<file path="src/hw/rtl/msb_pkg.sv">
`timescale 1ns / 1ps

package msb_pkg;

    localparam int DATA_W        = 32;
    localparam int MAX_ITEMS_DEF = 64;

    typedef enum logic [2:0] {
        S_LOAD,
        S_CHECK,
        S_PRIME,
        S_MERGE,
        S_EMIT_PRIME,
        S_EMIT
    } t_state;

    typedef enum logic [2:0] {
        OP_NONE,
        OP_LOAD,
        OP_PRIME,
        OP_MERGE,
        OP_EMIT_PRIME,
        OP_EMIT
    } t_dp_op;

    typedef struct packed {
        logic sort_done;  // current run width already covers the block
        logic last_pass;  // the pass now running is the final one
        logic pass_end;   // the merge step in this cycle closes the pass
        logic emit_last;  // the emit step in this cycle sends the final element
    } t_dp_status;

endpackage

</file>
<file path="src/hw/rtl/msb_ctrl.sv">
`timescale 1ns / 1ps

module msb_ctrl
    import msb_pkg::*;
(
    input  logic       i_clk,
    input  logic       i_rst_n,
    input  logic       i_start,
    input  logic       i_last,
    input  t_dp_status i_status,
    output logic       o_busy,
    output t_dp_op     o_op
);

    t_state r_state;
    t_state n_state;

    always_ff @(posedge i_clk) begin
        if (!i_rst_n) begin
            r_state <= S_LOAD;
        end else begin
            r_state <= n_state;
        end
    end

    always_comb begin
        n_state = r_state;
        o_op    = OP_NONE;
        o_busy  = 1'b1;
        unique case (r_state)
            S_LOAD: begin
                o_busy = 1'b0;
                if (i_start) begin
                    o_op = OP_LOAD;
                    if (i_last) begin
                        n_state = S_CHECK;
                    end
                end
            end
            S_CHECK: begin
                n_state = i_status.sort_done ? S_EMIT_PRIME : S_PRIME;
            end
            S_PRIME: begin
                o_op    = OP_PRIME;
                n_state = S_MERGE;
            end
            S_MERGE: begin
                o_op = OP_MERGE;
                if (i_status.pass_end) begin
                    n_state = i_status.last_pass ? S_EMIT_PRIME : S_PRIME;
                end
            end
            S_EMIT_PRIME: begin
                o_op    = OP_EMIT_PRIME;
                n_state = S_EMIT;
            end
            S_EMIT: begin
                o_op = OP_EMIT;
                if (i_status.emit_last) begin
                    n_state = S_LOAD;
                end
            end
            default: begin
                n_state = S_LOAD;
            end
        endcase
    end

endmodule

</file>
<file path="config.mk">
export PLATFORM = sky130hd
export DESIGN_NAME = msb_ctrl
export DESIGN_NICKNAME = d
export VERILOG_FILES = /design/src/hw/rtl/msb_pkg.sv /design/src/hw/rtl/msb_ctrl.sv
export SDC_FILE = /design/constraint.sdc
export NUM_CORES = 1
export LEC_CHECK = 0
export BUFFER_PORTS_ARGS = -buffer_cell sky130_fd_sc_hd__clkbuf_2
export CAP_MARGIN = 10
export CORE_AREA = 10 10 47 49
export CTS_CLUSTER_DIAMETER = 60
export CTS_CLUSTER_SIZE = 20
export DETAILED_ROUTE_END_ITERATION = 8
export DIE_AREA = 0 0 57 59
export GPL_TIMING_DRIVEN = 0
export PLACE_DENSITY = 0.48
export SYNTH_ARGS = -nofsm -noshare
export SYNTH_HDL_FRONTEND = slang
export SYNTH_SLANG_ARGS = --single-unit
</file>
<file path="constraint.sdc">
create_clock -name i_clk -period 2.6 [get_ports i_clk]
set_input_delay 0.78 -clock i_clk [delete_from_list [all_inputs] [get_ports i_clk]]
set_output_delay 0.78 -clock i_clk [all_outputs]
set_load 0.005 [all_outputs]
</file>
# Yosys cells after proc, flatten, opt, wreduce, memory -nomap -nowiden
# Cells that the tools add are included.
# classes
n_reduce_logical	2
eq_ne	9
mux	10
# op_table
operator	count
$mux W3	6
$pmux W3 S6	1
$pmux W3 S5	1
$ne A2 B2 Y1 const B	4
$eq A3 B2 Y1 const B	2
$eq A3 B3 Y1 const B	2
$reduce_and A4 Y1	1
$eq A3 B1 Y1 const B	1
$logic_not A3 Y1	1
$mux W1	2
# totals
input_bits	8
out_inout_bits	4
register_bits	3
elab_cells	22

# Depth between registers and ports, before layout
# logic_depth
depth_word	3
depth_mapped	4
ltp_nobuf	3

# Worst setup path after synthesis
# No wires, ideal clock.
# synth_timing
path_kind	input port to output port
startpoint	input i_start
endpoint	output o_op[0]
cell_stages	3
required_ps	1820
setup_slack_ps	676
t_arrival_ps	1144
n_path_buf	0
cell_sequence	nor3b_1 a21oi_1 o2bb2ai_1
# synth_between
elab_chain_cells	2
# synth_lines
element	line_no	source
start, declared	msb_ctrl.sv:8	input logic i_start,
$mux W1	msb_ctrl.sv:33	if (i_start) begin
$pmux W3 S5	msb_ctrl.sv:30	unique case (r_state)
end, declared	msb_ctrl.sv:12	output t_dp_op o_op
# No other way between the ends.

# Worst setup path after layout
# Ends and elaborated chain as after synthesis.

==> results.py <==
metrics = {
    "power": {
        "clock_power_share_pct": 42.1,
        "finalPower_mw": 0.199,
        "p_switching_mw": 0.0577,
        "p_per_area_nw_per_um2": 586,
        "p_sw_share_pct": 28.9,
        "p_leak_nw": 0.148,
        "ir_drop_v": 0.000152,
        "seqPwrFrac_pct": 27.4,
        "pwr-share-comb_pct": 30.5,
        "p_int_mw": 0.142,
    },
    "logic_synthesis": {
        "synth-seq-cells": 3,
        "ys_types": 18,
        "synth_cells": 29,
        "synth-seq-area-share_pct": 25.1,
        "yosysWarnings": 0,
        "syn_nets": 37,
        "syn_area_per_cell_um2": 8.24,
        "syn_area_um2": 239,
    },
    "worst_setup_path": {
        "worst_path_largest_cell_delay_ns": 0.17,
        "worstPathArrival_ns": 1.35,
        "worstPathRequired_ns": 1.82,
        "slowest_stage": "nor3b_1",
        "crit_chain": "clkbuf_2 -> nor3b_1 -> a21oi_1 -> o2bb2ai_1 -> clkbuf_2",
        "critical_path.endpoint_type": "primary output",
        "path_class": "input port to primary output",
        "r2r_start": "r_state[1]",
        "path_common_cell": "clkbuf_2",
        "reg2reg_to": "r_state[0]",
        "setup.worst_path.start": "i_start",
        "critPathLaunchType": "input port",
        "path_max_fanout": 2,
        "r2r_cells": 4,
        "rrSetupSlack_ns": 1.39,
        "worst-path-buf-inv": 2,
        "path_delay_family": "buffers and inverters",
    },
    "floorplan": {
        "ioPinCount": 12,
        "fp.coreArea_um2": 1400,
        "die_w_um": 57,
        "rows": 14,
        "die_h_um": 59,
        "start_util_pct": 17.1,
        "die_area_um2": 3360,
    },
    "worst_hold_path": {
        "min_to": "r_state[1]",
        "hp-start": "r_state[2]",
        "hold_class": "flip-flop to flip-flop",
        "hold_depth": 1,
    },
    "detailed_routing": {
        "vias": 252,
        "drt_pass1_iterations": 4,
        "vias_per_cell": 4.20,
        "drt_wl_total_um": 634,
        "drtIter0Drc": 3,
        "ant_nets": 0,
        "drc": 0,
        "wl_per_cell_um": 10.6,
    },
    "timing": {
        "timing.fmax_mhz": 470,
        "tns_ns": 0,
        "tightest_slew_ns": 0.263,
        "min_period_ns": 2.13,
        "rsz0062_at_grt": "no",
        "relSlewSlack_pct": 82.5,
        "fin_crit_sh_pct": 81.8,
        "setup_viol": 0,
        "hold_violations": 0,
        "fin_skew_ns": 0.00230,
        "maxSlewViolCount": 0,
    },
    "global_route": {
        "grt_max_degree": 11,
        "grt_pass1_wl_um": 1120,
        "track_usage_pct": 4.49,
        "globalRouteMet2Util_pct": 4.34,
        "antenna_found_initial": 0,
        "top_usage_layer": "met4",
        "grt_pass1_vias": 257,
        "met3_usage_pct": 3.86,
        "overflow": 0,
        "grtUsageMet1_pct": 4.74,
    },
    "clock_network": {
        "clk_latency_ns": 0.24,
        "cts_setup_buffers": 0,
        "cts_tree": "built",
        "cts-resized-gates": 0,
        "postCtsHoldBufs": 0,
        "clk_pin_slew_worst_paths_ns": 0.04,
        "cts-root-buf": "clkbuf_4",
        "cts.sinks": 3,
        "htree_num_levels": 1,
        "cts_buffers": 3,
        "clockBufferDepth": 2,
    },
    "job": {
        "cap_violations": 0,
    },
    "placement": {
        "dp_hpwl_um": 501,
        "gp_congestion": 0.691,
        "port_buffers": 11,
    },
    "finish": {
        "multi_input_area_um2": 160,
        "seq_area_um2": 60.1,
        "drive_gt1_share_pct": 45.5,
        "final_nets": 53,
        "area_delta_synth_final_pct": 42.4,
        "regMostFlops": "r_state",
        "largest_reg_flops": 3,
        "fill_cells": 163,
        "num_antenna_cells": 0,
        "reg_top3": "r_state (3)",
    },
    "status": {
        "outcome": "completed",
    },
}
-- per-stage QoR --
| step | instances | cell area, um^2 | utilization (%) | setup WS (ns) | hold WS [ns] |
|---|---|---|---|---|---|
| 2_1_floorplan | 29 | 239 | - | 0.676 | 0.519 |
| 3_3_place_gp | 56 | 314 | 22.4 | 0.460 | 0.596 |
| 3_5_place_dp | 56 | 314 | 22.4 | 0.465 | 0.580 |
| 4_1_cts | 60 | 340 | 24.3 | 0.464 | 0.583 |
| 5_1_grt | 60 | 340 | 24.3 | 0.406 | 0.608 |
| 6_report | 60 | 340 | 24.3 | 0.473 | 0.595 |
-- power groups by stage --
stage | sequential [mW] | combinational [mW] | clock [mW]
2_1_floorplan | 0.0544 | 0.0420 | 0
3_3_place_gp | 0.0556 | 0.0623 | 0
3_5_place_dp | 0.0554 | 0.0619 | 0
4_1_cts | 0.0546 | 0.0622 | 0.0886
5_1_grt | 0.0554 | 0.0687 | 0.0964
6_report | 0.0547 | 0.0608 | 0.0839
-- final cells by class --
cell class | count | area share, %
Sequential cell | 3 | 17.6
Multi-Input combinational cell | 24 | 47.1
Buffer | 2 | 5.51
Tap cell | 16 | 5.88
Timing Repair Buffer | 11 | 16.2
Clock buffer | 4 | 7.72
-- worst max path at each step --
stage	cells after the start	endpoint	slack, ns
floorplan	3	o_op[0]	0.68
global placement	5	o_op[0]	0.46
detailed placement	5	o_op[0]	0.47
CTS	5	o_op[0]	0.46
global route	5	o_op[0]	0.41
finish	5	o_op[0]	0.47
-- metal layers --
layer	wire [um]	up-vias
li1	-	135
met1	294	107
met2	246	10
met3	92	0
met4	0	0
met5	0	-
-- worst register-to-register path, cell delays in order (launching register included) --
cell and delay (ns):
dfxtp_1 0.30, buf_6 0.13, or3_4 0.37, o21ai_2 0.16, o21ba_1 0.15
-- cells in the mapped netlist, drive strengths merged --
cell type	instances	area [um^2]
a21oi	4	20.0
a311oi	1	8.76
and2	1	7.51
and2b	1	8.76
and3b	1	8.76
buf	2	18.8
dfxtp	3	60.1
nand2	2	7.51
nand2b	2	12.5
nand3	3	15.0
nor2	1	3.75
nor2b	1	6.26
nor3b	3	22.5
o21ai	1	8.76
o21ba	1	10.0
o2bb2ai	1	8.76
or3	1	11.3
-- cell families (layout without fill, tap and decap cells) --
| group | after synthesis | after routing | synth area share, % |
|---|---|---|---|
| simple gates | 16 | 16 | 43.5 |
| compound gates | 8 | 8 | 23.6 |
| flops | 3 | 3 | 25.1 |
| buf+inv | 2 | 17 | 7.85 |
-- layout by cell type (no fill, tap or decap) --
cell type / n
nor3b_1: 3
a21oi_1: 4
and2_2: 1
nand2b_1: 2
or3_4: 1
clkbuf_2: 11
o2bb2ai_1: 1
a311oi_1: 1
and3b_1: 1
and2b_2: 1
o21ai_2: 1
nor2_1: 1
nand2_1: 2
clkbuf_1: 1
nor2b_1: 1
buf_6: 1
dfxtp_1: 3
clkbuf_4: 3
buf_4: 1
nand3_1: 3
o21ba_1: 1
Note: power is estimated with default switching activity, not from simulation.
